**config.mk**
```make
export PLATFORM = sky130hd
export DESIGN_NAME = jhd_ram
export DESIGN_NICKNAME = d
export VERILOG_FILES = /design/src/rtl/jhd_ram.sv
export SDC_FILE = /design/constraint.sdc
export NUM_CORES = 2
export LEC_CHECK = 0
export CORE_MARGIN = 2
export CORE_UTILIZATION = 45
export DETAILED_ROUTE_END_ITERATION = 16
export DONT_BUFFER_PORTS = 1
export HOLD_SLACK_MARGIN = 0.02
export SLEW_MARGIN = 20
export SYNTH_ARGS = -nofsm -noshare
export SYNTH_HDL_FRONTEND = slang
export SYNTH_SLANG_ARGS = --single-unit
```
**constraint.sdc**
```tcl
create_clock -name clk -period 2.9 [get_ports clk]
set_clock_uncertainty 0.1 [all_clocks]
set_input_delay 0.145 -clock clk [delete_from_list [all_inputs] [get_ports clk]]
set_output_delay 0.145 -clock clk [all_outputs]
set_load 0.03 [all_outputs]
```
**src/rtl/jhd_ram.sv**
```systemverilog
`default_nettype none
module jhd_ram #(
  parameter int WIDTH = 8,
  parameter int DEPTH = 512
) (
  input  wire logic                     clk,
  input  wire logic                     we,
  input  wire logic [$clog2(DEPTH)-1:0] waddr,
  input  wire logic [WIDTH-1:0]         wdata,
  input  wire logic [$clog2(DEPTH)-1:0] raddr,
  output logic      [WIDTH-1:0]         rdata
);
  logic [WIDTH-1:0] mem [DEPTH];
  always_ff @(posedge clk) begin
    if (we) mem[waddr] <= wdata;
    rdata <= mem[raddr];
  end
endmodule
`default_nettype wire

```
# [Word-level counts from Yosys, hierarchy flattened]
# Memories as Yosys holds them, arrays and structs flattened. A register that Yosys moved wholly into a read port is not among the register bits.
# Index checks and enable logic that the tools add are counted.
[word_totals] rom_bits=0 register_bits=0 n_memories=1 wordCells=3 ram_bits=4096 latchBits=0
[classes] eq_ne=0 multipliers=0 mux=2 add_sub_neg=0 div_mod_pow=0 n_bitwise=0 n_shift=0 reduce_logical=0 n_lt_le_gt_ge=0
[mem_list] memory="mem" depth=512 word_bits=8 read_ports=1 rd_ports_with_merged_regs=1 wr=1 line_no="13" text="logic [WIDTH-1:0] mem [DEPTH];"
[op_table] cell="$mux W1" count=2

# [Depth between registers and ports, before layout]
[logic_depth] ltp_word=2 mapped_depth=12

# [Worst setup path after synthesis]
# OpenSTA, ideal clock, no wires.
[synth_path] path_type="input -> register" startpoint="input raddr[0]" endpoint="register rdata[0] (read register of mem)" setup_time_ns=0.118 arrival_time_ns=1.999 required_time_ns=2.682 slack_ns=0.683 stages=10 cell_sequence="buf_4 buf_12 buf_12 buf_2 mux4_2 o21ai_0 nand3_1 nand4_1 o21ai_0 o2111a_1"
[synth_lines] element="from (decl)" line_no="10" text="input wire logic [$clog2(DEPTH)-1:0] raddr,"
[synth_lines] element="to (decl)" line_no="11" text="output logic [WIDTH-1:0] rdata"

==> out/results.txt <==
max-cap viol count -> 0
filler instances -> 27337
Sw Share -> 0.214
Post-synth EDFFs -> 4096
routed via count -> 85231
CP bufs+invs -> 4
WL final -> 441000 um
placed insts -> 13190
Syn Area/Cell -> 19.9 um^2
CP Class -> input pin to flip-flop
Final Cycle Share -> 1.04
clk_lat worst skew -> 1.00 ns
DR iter-0 viols -> 11528
Comb pwr share -> 0.052
H-tree lvl count -> 5
ranking of synthesized cells by area -> edfxtp_1 (77%), mux4_2 (9.2%), mux2i_1 (5.0%)
CTS Buffer Depth -> 4
largest net degree at the start of global routing -> 622
Final setup viols -> 5
Routed wire per std cell -> 31.3 um
Net Switching -> 26.7 mW
DRT antenna net count -> 0
Die X -> 600 um
Slew @ Worst Pin -> 1.44 ns
Flop pwr share -> 0.525
Die H -> 600 um
Post-synth top flop -> edfxtp_1
f_max -> 333 MHz
failing checks -> negative setup slack
port bufs -> 0
final layout net count -> 9005
status -> finished with violations
DR DRC count -> 0
share of Yosys cell area claimed by the top area cell type -> 0.769
die area -> 360000 um^2
Crit. End Element -> flip-flop
WHS Path Cells -> 2
Post-Syn Instances -> 8030
met3 Use GR -> 0.0430
final estimated routing congestion in global placement -> 0.900
R2R cell count -> 9
synth cell count leaders -> edfxtp_1 (4096), mux2i_1 (797), mux4_2 (654)
Num CTS Buffers -> 415
Min Hold Slack -> 0.0622 ns
Post-CTS Setup Inserts -> 0
Slew HR -> 0.0428
Synth Cell Area -> 160000 um^2
router iterations before antenna repair -> 6
Util after Layout -> 0.528
Finished Layout Cells -> 14080
type of origin of the critical path -> input pin
initial antenna violation count -> 21
Max Fanout on Critical Path -> 224
CTS sink count -> 4104
met1 GRT Util -> 0.341
Cell Area, Placed -> 171000 um^2
Post-Syn Nets -> 8058
CP arrival -> 3.75 ns
minimum clock period -> 3.00 ns
cell with the most instances after synthesis -> edfxtp_1
worst slack at placement -> -2.86 ns
Hold Fails Final Rpt -> 0
GRT overflow -> 0
synth unique cells -> 51
yosys warns -> 0
register area share after synthesis -> 0.770
Seq cells post-synth -> 4104
slowest stage delay, CP -> 0.98 ns
leakage dissipation -> 60.9 nW
first-pass GRT wire length -> 621000 um
max-slew violations -> 0
Boundary Pins -> 36
Power Density -> 668 nW/um^2
Hold/Removal Path Class -> input pin to flip-flop
Worst path top cell family by delay -> simple AND/OR/NAND/NOR gates
vias per inst -> 6.05
HPWL after DPL -> 241000 um
share of layout cells above drive strength 1 -> 0.246
async set-or-reset flop fraction in the synthesized netlist -> 0
Yosys top cell by area -> edfxtp_1
busiest layer in global routing -> met2
Core Footprint -> 353000 um^2
Root Buffer Master -> clkbuf_16
GRT Util Overall -> 0.240
vias in the first global route -> 84168
Clock Pin Slew Worst Setup and Hold Paths -> 0.06 ns
P_int -> 98.0 mW
CP Depth -> 9
Crit path required time -> 3.65 ns
CTS tree -> done
worst vdd ir -> 0.000545 V
final worst slack -> -0.102 ns
Rows -> 218
Final Cell Area -> 187000 um^2
most used cell, CP -> buf_4
initial core utilization -> 0.453
slowest CP cell -> nor3b_1
Clk network pwr share -> 0.423
CP Cell Sequence -> nor3b_1 > nand2_1 > a211oi_1 > buf_4 > buf_4 > o41ai_2 > dlygate4sd3_1 > buf_4 > o2111a_1
routing usage on met2 -> 0.381
Synth-to-Final Area Change -> 16.7%
final timing paths:
| kind | from | to | slack (ns) |
|---|---|---|---|
| setup / recovery | raddr[4] | rdata[7] | -0.10 |
| hold / removal | wdata[4] | mem[410][4] | 0.06 |
| setup reg to reg | mem[431][7] | rdata[7] | 0.05 |
| hold reg to reg | mem[314][7] | rdata[7] | 0.95 |
per-stage QoR:
stage | power [mW] | setup TNS, ns
floorplan | 69.8 | 0
global placement | 71.5 | -26.47
detailed placement | 71.6 | -21.78
CTS | 124 | -0.0483
global route | 128 | -0.000879
finish | 125 | -0.208
per-layer routing:
layer | share of wire | wire length [um] | up-vias
li1 | - | - | 35437
met1 | 0.41 | 180000 | 45123
met2 | 0.47 | 209000 | 4041
met3 | 0.089 | 39000 | 628
met4 | 0.030 | 13100 | 2
met5 | 0.000041 | 18 | -
layout by cell type, fill, tap and decap left out, drive strengths merged, types with 14 or more instances in the layout:
cell / netlist / final
edfxtp: 4096 / 4096
buf: 248 / 979
mux2i: 797 / 797
mux4: 654 / 654
nor2: 597 / 597
clkbuf: 265 / 530
o221ai: 372 / 372
a21oi: 194 / 194
clkinv: 0 / 190
o22ai: 163 / 163
o21ai: 119 / 119
nand2: 111 / 111
nor3: 109 / 109
a22oi: 61 / 61
bufinv: 0 / 39
nor4: 36 / 36
nand3: 36 / 36
dlygate4sd3: 0 / 35
nand4: 32 / 32
diode: 0 / 20
and2: 20 / 20
a211oi: 17 / 17
bufbuf: 0 / 16
inv: 3 / 14
worst register-to-register path: cells and delay by family (launching register included):
kind | cells | cell delay, ns
AOI/OAI and AO/OA | 2 | 0.21
and+or+nand+nor | 2 | 0.36
DFF | 1 | 0.35
buffers and inverters | 3 | 0.96
muxes | 2 | 0.75
what timing repair did:
action	in CTS	in global routing
endpoints found under the setup margin	8	8
hold buffers	29	12
gates cloned	22	13
gates resized for setup	14	8
endpoints found under the hold margin	5696	1730
pin swaps	1	2
cell type report:
type	count	area [um^2]	area share
clock buffers	517	11000	0.0587
diodes	20	50.0	0.000268
multi-input cells	3410	34100	0.183
inverters	3	18.8	0.000101
well taps	4730	5920	0.0317
clock inverters	253	2370	0.0127
flip-flops and latches	4104	123000	0.660
repair buffers	1043	10000	0.0538
flip-flops by register name, summed over array words and instances, names as in the netlist:
register  flops
mem        4096
rdata         8
power groups by stage:
stage                     Combinational (mW)  Sequential [mW]  Clock (mW)
after floorplan                         3.11             66.7           0
after global placement                  4.76             66.8           0
after detailed placement                4.78             66.8           0
after CTS                               5.08             65.5        53.5
after global routing                    6.74             65.5        55.8
final                                   6.47             65.5        52.7
logic make-up after synthesis:
logic type             after synthesis  share of synthesized area
flip-flops                        4104                      0.770
multiplexers                      1451                      0.142
AND/OR/NAND/NOR                    980                     0.0263
buffers and inverters              516                     0.0185
AO/OA/AOI/OAI                      979                     0.0431
Note: power is estimated with default switching activity, not from simulation.
