$ cat src/rtl/jhd_tables.sv
`default_nettype none
// Code-limit tables: built from counts, looked up per (class, length).
module jhd_tables (
  input  wire logic       clk,
  input  wire logic       rst,
  input  wire logic       load,
  input  wire logic       cls,
  input  wire logic [3:0] idx,
  input  wire logic [7:0] count,
  input  wire logic       lk_cls,
  input  wire logic [3:0] lk_len,
  output logic [16:0]     lk_max,
  output logic [15:0]     lk_min,
  output logic [7:0]      lk_off
);
  logic [16:0] max_code [32];
  logic [15:0] min_code [32];
  logic [7:0]  value_offset [32];
  logic [16:0] build_code [2];
  logic [8:0]  build_offset [2];
  logic [16:0] bc;
  logic [8:0]  bo;
  logic [17:0] last;
  logic [4:0]  we_e;

  assign bc   = (idx == 4'd0) ? 17'd0 : build_code[cls];
  assign bo   = (idx == 4'd0) ? 9'd0 : build_offset[cls];
  // one bit wider than the build code so the saturation sees every carry
  assign last = 18'(bc) + 18'(count) - 18'd1;
  assign we_e = {cls, idx};

  always_ff @(posedge clk) begin
    if (rst) begin
      for (int i = 0; i < 32; i++) begin
        max_code[i] <= '1;
        min_code[i] <= '0;
        value_offset[i] <= '0;
      end
      build_code[0] <= '0; build_code[1] <= '0;
      build_offset[0] <= '0; build_offset[1] <= '0;
    end else if (load) begin
      if (count == 8'd0) begin
        max_code[we_e] <= '1;
      end else begin
        min_code[we_e] <= bc[15:0];
        value_offset[we_e] <= bo[7:0];
        max_code[we_e] <= (last > 18'h0FFFF) ? 17'h0FFFF : last[16:0];
      end
      build_code[cls] <= 17'((bc + 17'(count)) << 1);
      build_offset[cls] <= bo + 9'(count);
    end
  end

  assign lk_max = max_code[{lk_cls, lk_len}];
  assign lk_min = min_code[{lk_cls, lk_len}];
  assign lk_off = value_offset[{lk_cls, lk_len}];
endmodule
`default_nettype wire

$ cat config.mk
export PLATFORM = sky130hd
export DESIGN_NAME = jhd_tables
export DESIGN_NICKNAME = d
export VERILOG_FILES = /design/src/rtl/jhd_tables.sv
export SDC_FILE = /design/constraint.sdc
export NUM_CORES = 2
export LEC_CHECK = 0
export BUFFER_PORTS_ARGS = -buffer_cell sky130_fd_sc_hd__buf_2
export CORE_ASPECT_RATIO = 0.8
export CORE_MARGIN = 5
export CORE_UTILIZATION = 25
export CTS_CLUSTER_DIAMETER = 150
export CTS_CLUSTER_SIZE = 28
export DETAILED_ROUTE_END_ITERATION = 10
export SETUP_SLACK_MARGIN = 0.02
export SYNTH_ARGS = -nofsm -noshare
export SYNTH_HDL_FRONTEND = slang
export SYNTH_SLANG_ARGS = --single-unit
export TNS_END_PERCENT = 100
$ cat constraint.sdc
create_clock -name clk -period 4.5 [get_ports clk]
set_clock_uncertainty 0.15 [all_clocks]
set_input_delay 0.45 -clock clk [delete_from_list [all_inputs] [get_ports clk]]
set_output_delay 0.45 -clock clk [all_outputs]
set_load 0.02 [all_outputs]
Word-level counts from Yosys, hierarchy flattened
Memories as Yosys holds them, arrays and structs flattened.
Index checks and enable logic that the tools add are counted.
Widths: inputs -> output; s select.
{"block": "word_totals", "wordCells": 50, "memories": 5, "regBits": 0, "out_inout_bits": 41, "inputBits": 21, "ram_bits": 1362}
{"block": "op_classes", "mux": 32, "n_reduce_logical": 7, "n_addsub": 4, "magnitude_cmp": 1, "n_bitwise": 1}
{"memory": "max_code", "words": 32, "width": 17, "rd": 1, "rd_ports_with_merged_regs": 0, "wr": 32, "line_no": "16", "rtl": "logic [16:0] max_code [32];"}
{"memory": "min_code", "words": 32, "width": 16, "rd": 1, "rd_ports_with_merged_regs": 0, "wr": 32, "line_no": "17", "rtl": "logic [15:0] min_code [32];"}
{"memory": "value_offset", "words": 32, "width": 8, "rd": 1, "rd_ports_with_merged_regs": 0, "wr": 32, "line_no": "18", "rtl": "logic [7:0] value_offset [32];"}
{"memory": "build_code", "words": 2, "width": 16, "rd": 1, "rd_ports_with_merged_regs": 0, "wr": 2, "line_no": "19", "rtl": "logic [16:0] build_code [2];"}
{"memory": "build_offset", "words": 2, "width": 9, "rd": 1, "rd_ports_with_merged_regs": 0, "wr": 2, "line_no": "20", "rtl": "logic [8:0] build_offset [2];"}
{"op": "$mux 17", "count": 4}
{"op": "$mux 16", "count": 2}
{"op": "$reduce_or 16->1", "count": 2}
{"op": "$mux 1", "count": 20}
{"op": "$add 17x8->18", "count": 1}
{"op": "$gt 18x16->1 const B", "count": 1}
{"op": "$mux 9", "count": 2}
{"op": "$sub 18x1->18 const B", "count": 1}
{"op": "$reduce_or 17->1", "count": 1}
{"op": "$add 16x8->16", "count": 1}
{"op": "$mux 5", "count": 3}
{"op": "$add 9x8->9", "count": 1}
{"op": "$reduce_or 9->1", "count": 1}
{"op": "$logic_not 8->1", "count": 1}
{"op": "$mux 8", "count": 1}
{"op": "$reduce_or 8->1", "count": 1}
{"op": "$logic_not 4->1", "count": 1}
{"op": "$or 1x1->1", "count": 1}

Depth between registers and ports, before layout
{"block": "depth", "ltp_word": 8, "mapped_depth": 20}

Worst setup path after synthesis
Ideal clock, no wire load.
{"block": "synth_timing", "kind": "input to register", "from": "input idx[1]", "to": "memory max_code[16][3], data pin", "path_slack_ps": -230, "t_arrival_ps": 4297, "setup_time_ps": 283, "path_stages": 20, "path_buffers": 7, "required_time_ps": 4067, "path_cell_list": "buf_2 -> or4_1 -> clkbuf_1 -> clkbuf_1 -> nand2_1 -> buf_1 -> ha_1 -> inv_1 -> ha_1 -> inv_1 -> fa_1 -> nand2b_1 -> a21o_1 -> a21oi_1 -> o211ai_1 -> a21oi_1 -> buf_4 -> buf_4 -> buf_2 -> nand4_1"}
{"item": "start, declared", "line_no": "8", "rtl": "input wire logic [3:0] idx,"}
{"item": "end, declared", "line_no": "16"}

==> out/summary.txt <==
R2R setup slack -> 570 ps
CTS H-tree lvls -> 2
worst-path fanout max -> 44
Yosys reg bits -> 1,328
row cnt -> 161
outcome -> finished, final reports clean
Mapped Area -> 60,600 µm²
Starting Density -> 25.2%
WL/cell -> 22.2 µm
Post-synth EDFFs -> 1,328
drt initial violations -> 4,152
post-synthesis sequential area ratio -> 65.8%
DRT Wirelength -> 157,000 µm
CP required -> 4740 ps
drt pass-1 iters -> 5
Leak -> 19.7 nW
final hold viol count -> 0
Final Max Tran Viols -> 0
post-DR vias/cell -> 4.93
total gr overflow -> 0
final period utilization -> 87.4%
drt drc -> 0
top-level I/O count -> 62
top post-synthesis cells by area -> edfxtp_1 66%, mux4_2 15%, nand4_1 5.0%
Ys Warns -> 0
Syn Area/Cell -> 15.3 µm²
Setup CP Type -> flop to flop
Final Power -> 24.4 mW
Worst setup SP type -> flop
setup bufs post-CTS -> 0
max cap viols -> 0
cts hold-fix bufs -> 0
Skew-Pair Late Insertion Delay -> 690 ps
Peak supply drop -> 0.000386 V
Syn Inst Count -> 3,961
Synth cell types -> 66
Most used DFF post-synth -> edfxtp_1
die height -> 450 µm
PD cells -> 364 nW/µm²
endpoints failing setup -> 0
Yosys top cell area share -> 65.8%
Die ar. -> 253,000 µm²
TritonCTS buffer count -> 53
crit path time final -> 3930 ps
hpwl dp -> 103,000 µm
reg-to-reg startpoint -> build_code[0][0]$_SDFFCE_PN0P_
Nets -> 3,979
CTS Buffer Depth -> 3
Die Width -> 561 µm
initial antenna violation count -> 16
Hold Crit Depth -> 4
DRT antenna net count -> 0
largest net degree at the start of global routing -> 81
Worst-Margin Slew -> 1230 ps
maximum clock frequency -> 254 MHz
RSZ-0062 raised after global routing -> no
Area Overhead vs Synth -> 10.6%
worst reg-to-reg path cell count -> 15
Hold/Removal Path Class -> primary input to flop
Reg-to-Reg End -> max_code[14][2]$_SDFFCE_PN1P_
final worst setup slack -> 567 ps
CP arrival -> 4170 ps
Worst slew margin -> 17.7%
Yosys top cell by area -> edfxtp_1
gpl congestion -> 0.787
Worst-path clk slew -> 120 ps
DP Worst Slack -> 45.5 ps
share of cells above drive strength 1 -> 22.9%
clock root buffer -> clkbuf_16
first-pass GRT wire length -> 234,000 µm
Core Util, Final -> 27.8%
Fin Hold WS -> 226 ps
Hold Path End -> build_offset[0][5]$_SDFFCE_PN0P_
Via Count -> 34,900
vias in the first global route -> 34,100
Tot GR Track Use -> 12.0%
TNS Setup -> 0 ps
Crit. End Element -> flop
ys async rst share -> 0%
Core Region -> 241,000 µm²
I/O Buffers -> 60
Fillers -> 24,200
Resize count post-CTS -> 0
CTS sink count -> 1,328
hold path start -> count[5]
CTS tree -> yes
## critical path, stage by stage (launching register included)
cell      delay (ps)
edfxtp_1         380
mux2_2           270
nand2_1           90
ha_1             230
inv_1             80
ha_1             200
inv_1             80
fa_1             430
nand2b_1         180
a21o_1           200
a21oi_2          200
o211ai_1         180
a21oi_4          250
buf_12           300
buf_12           260
nand4_1          130
## state kept, by name, summed over array words and instances, names as in the netlist
name	flops
build_code	32
min_code	480
max_code	544
build_offset	16
value_offset	256
## synth_stat cells (2+ instances only)
library cell and instances:
xor2_1 10, mux2_2 64, and3_1 4, or2_1 3, and2_1 2, mux4_2 400
nand3_1 38, a21o_1 17, or4_1 4, o21a_1 8, xnor2_1 15, or3b_2 2
ha_1 50, edfxtp_1 1328, o211ai_1 5, o21ai_0 13, buf_6 3, or3_1 5
a21oi_1 26, nand3b_2 2, nor2_1 773, mux2i_1 2, buf_2 193, nor4_1 3
fa_1 3, o21bai_1 25, inv_2 10, clkinv_1 6, buf_1 15, buf_4 15
nand2_1 39, nand2b_1 38, inv_1 68, nor3_1 8, clkbuf_1 220, nand4_1 481
nor2_2 20, and3b_1 2, nor3b_1 5, nand3b_1 2, nor2b_1 5, or2_2 5
## logic make-up after synthesis
| family | synth area share, % |
|---|---|
| AO/OA/AOI/OAI | 1.24 |
| XOR/XNOR | 0.361 |
| adder cells (fa/ha/maj) | 1.13 |
| buffers and inverters | 3.83 |
| flip-flops | 65.8 |
| multiplexers | 16.1 |
| other | 0.00619 |
| AND/OR/NAND/NOR | 11.6 |
## how the worst max path moves through the flow
| stage | start | to | slack (ps) | depth (start not counted) |
|---|---|---|---|---|
| global placement | idx[3] | max_code[21][14]$_SDFFCE_PN1P_ | 50 | 16 |
| floorplan | idx[1] | max_code[16][3]$_SDFFCE_PN1P_ | 50 | 20 |
| detailed placement | idx[3] | max_code[14][2]$_SDFFCE_PN1P_ | 50 | 16 |
| finish | build_code[0][0]$_SDFFCE_PN0P_ | max_code[14][2]$_SDFFCE_PN1P_ | 570 | 15 |
| CTS | build_code[0][0]$_SDFFCE_PN0P_ | max_code[14][2]$_SDFFCE_PN1P_ | 540 | 15 |
| global route | build_code[1][0]$_SDFFCE_PN0P_ | max_code[13][14]$_SDFFCE_PN1P_ | 290 | 15 |
## power breakdown
part | leakage [nW] | internal (mW) | switching [mW]
Clock | 0.680 | 2.18 | 3.69
Combinational | 7.03 | 1.34 | 3.19
Sequential | 12.0 | 13.9 | 0.0790
Total | 19.7 | 17.4 | 6.96
## cell usage in the layout (no fill, tap or decap), drive strengths merged, types with 47 or more instances in the layout
master / count
nand4: 481
mux4: 400
mux2: 64
ha: 50
edfxtp: 1328
clkbuf: 54
conb: 47
inv: 79
buf: 291
nor2: 794
## final cells by class
class                           count  area [µm²]  area share (%)
Timing Repair Buffer              291        2680            3.99
Inverter                           84         315           0.470
Clock buffer                       54        1350            2.02
Tap cell                         3178        3980            5.93
Antenna cell                        5        12.5          0.0187
Clock inverter                      2        32.5          0.0485
Multi-Input combinational cell   2147       18800            28.1
Sequential cell                  1328       39900            59.5
## through the flow
step / cell area, µm² / std cells
6_report: 67100 / 7089
5_1_grt: 67000 / 7084
4_1_cts: 67000 / 7084
3_5_place_dp: 65700 / 7028
3_3_place_gp: 65700 / 7028
2_1_floorplan: 60800 / 4007
## metal layers
| metal | vias to the layer above | GRT usage, % | routed length, µm |
|---|---|---|---|
| li1 | 15100 | - | - |
| met1 | 18400 | 18.1 | 69000 |
| met2 | 1397 | 18.6 | 72300 |
| met3 | 102 | 1.65 | 13100 |
| met4 | 0 | 2.31 | 2970 |
| met5 | - | 0 | 0 |
No activity file was read; power rests on OpenSTA's default activity.
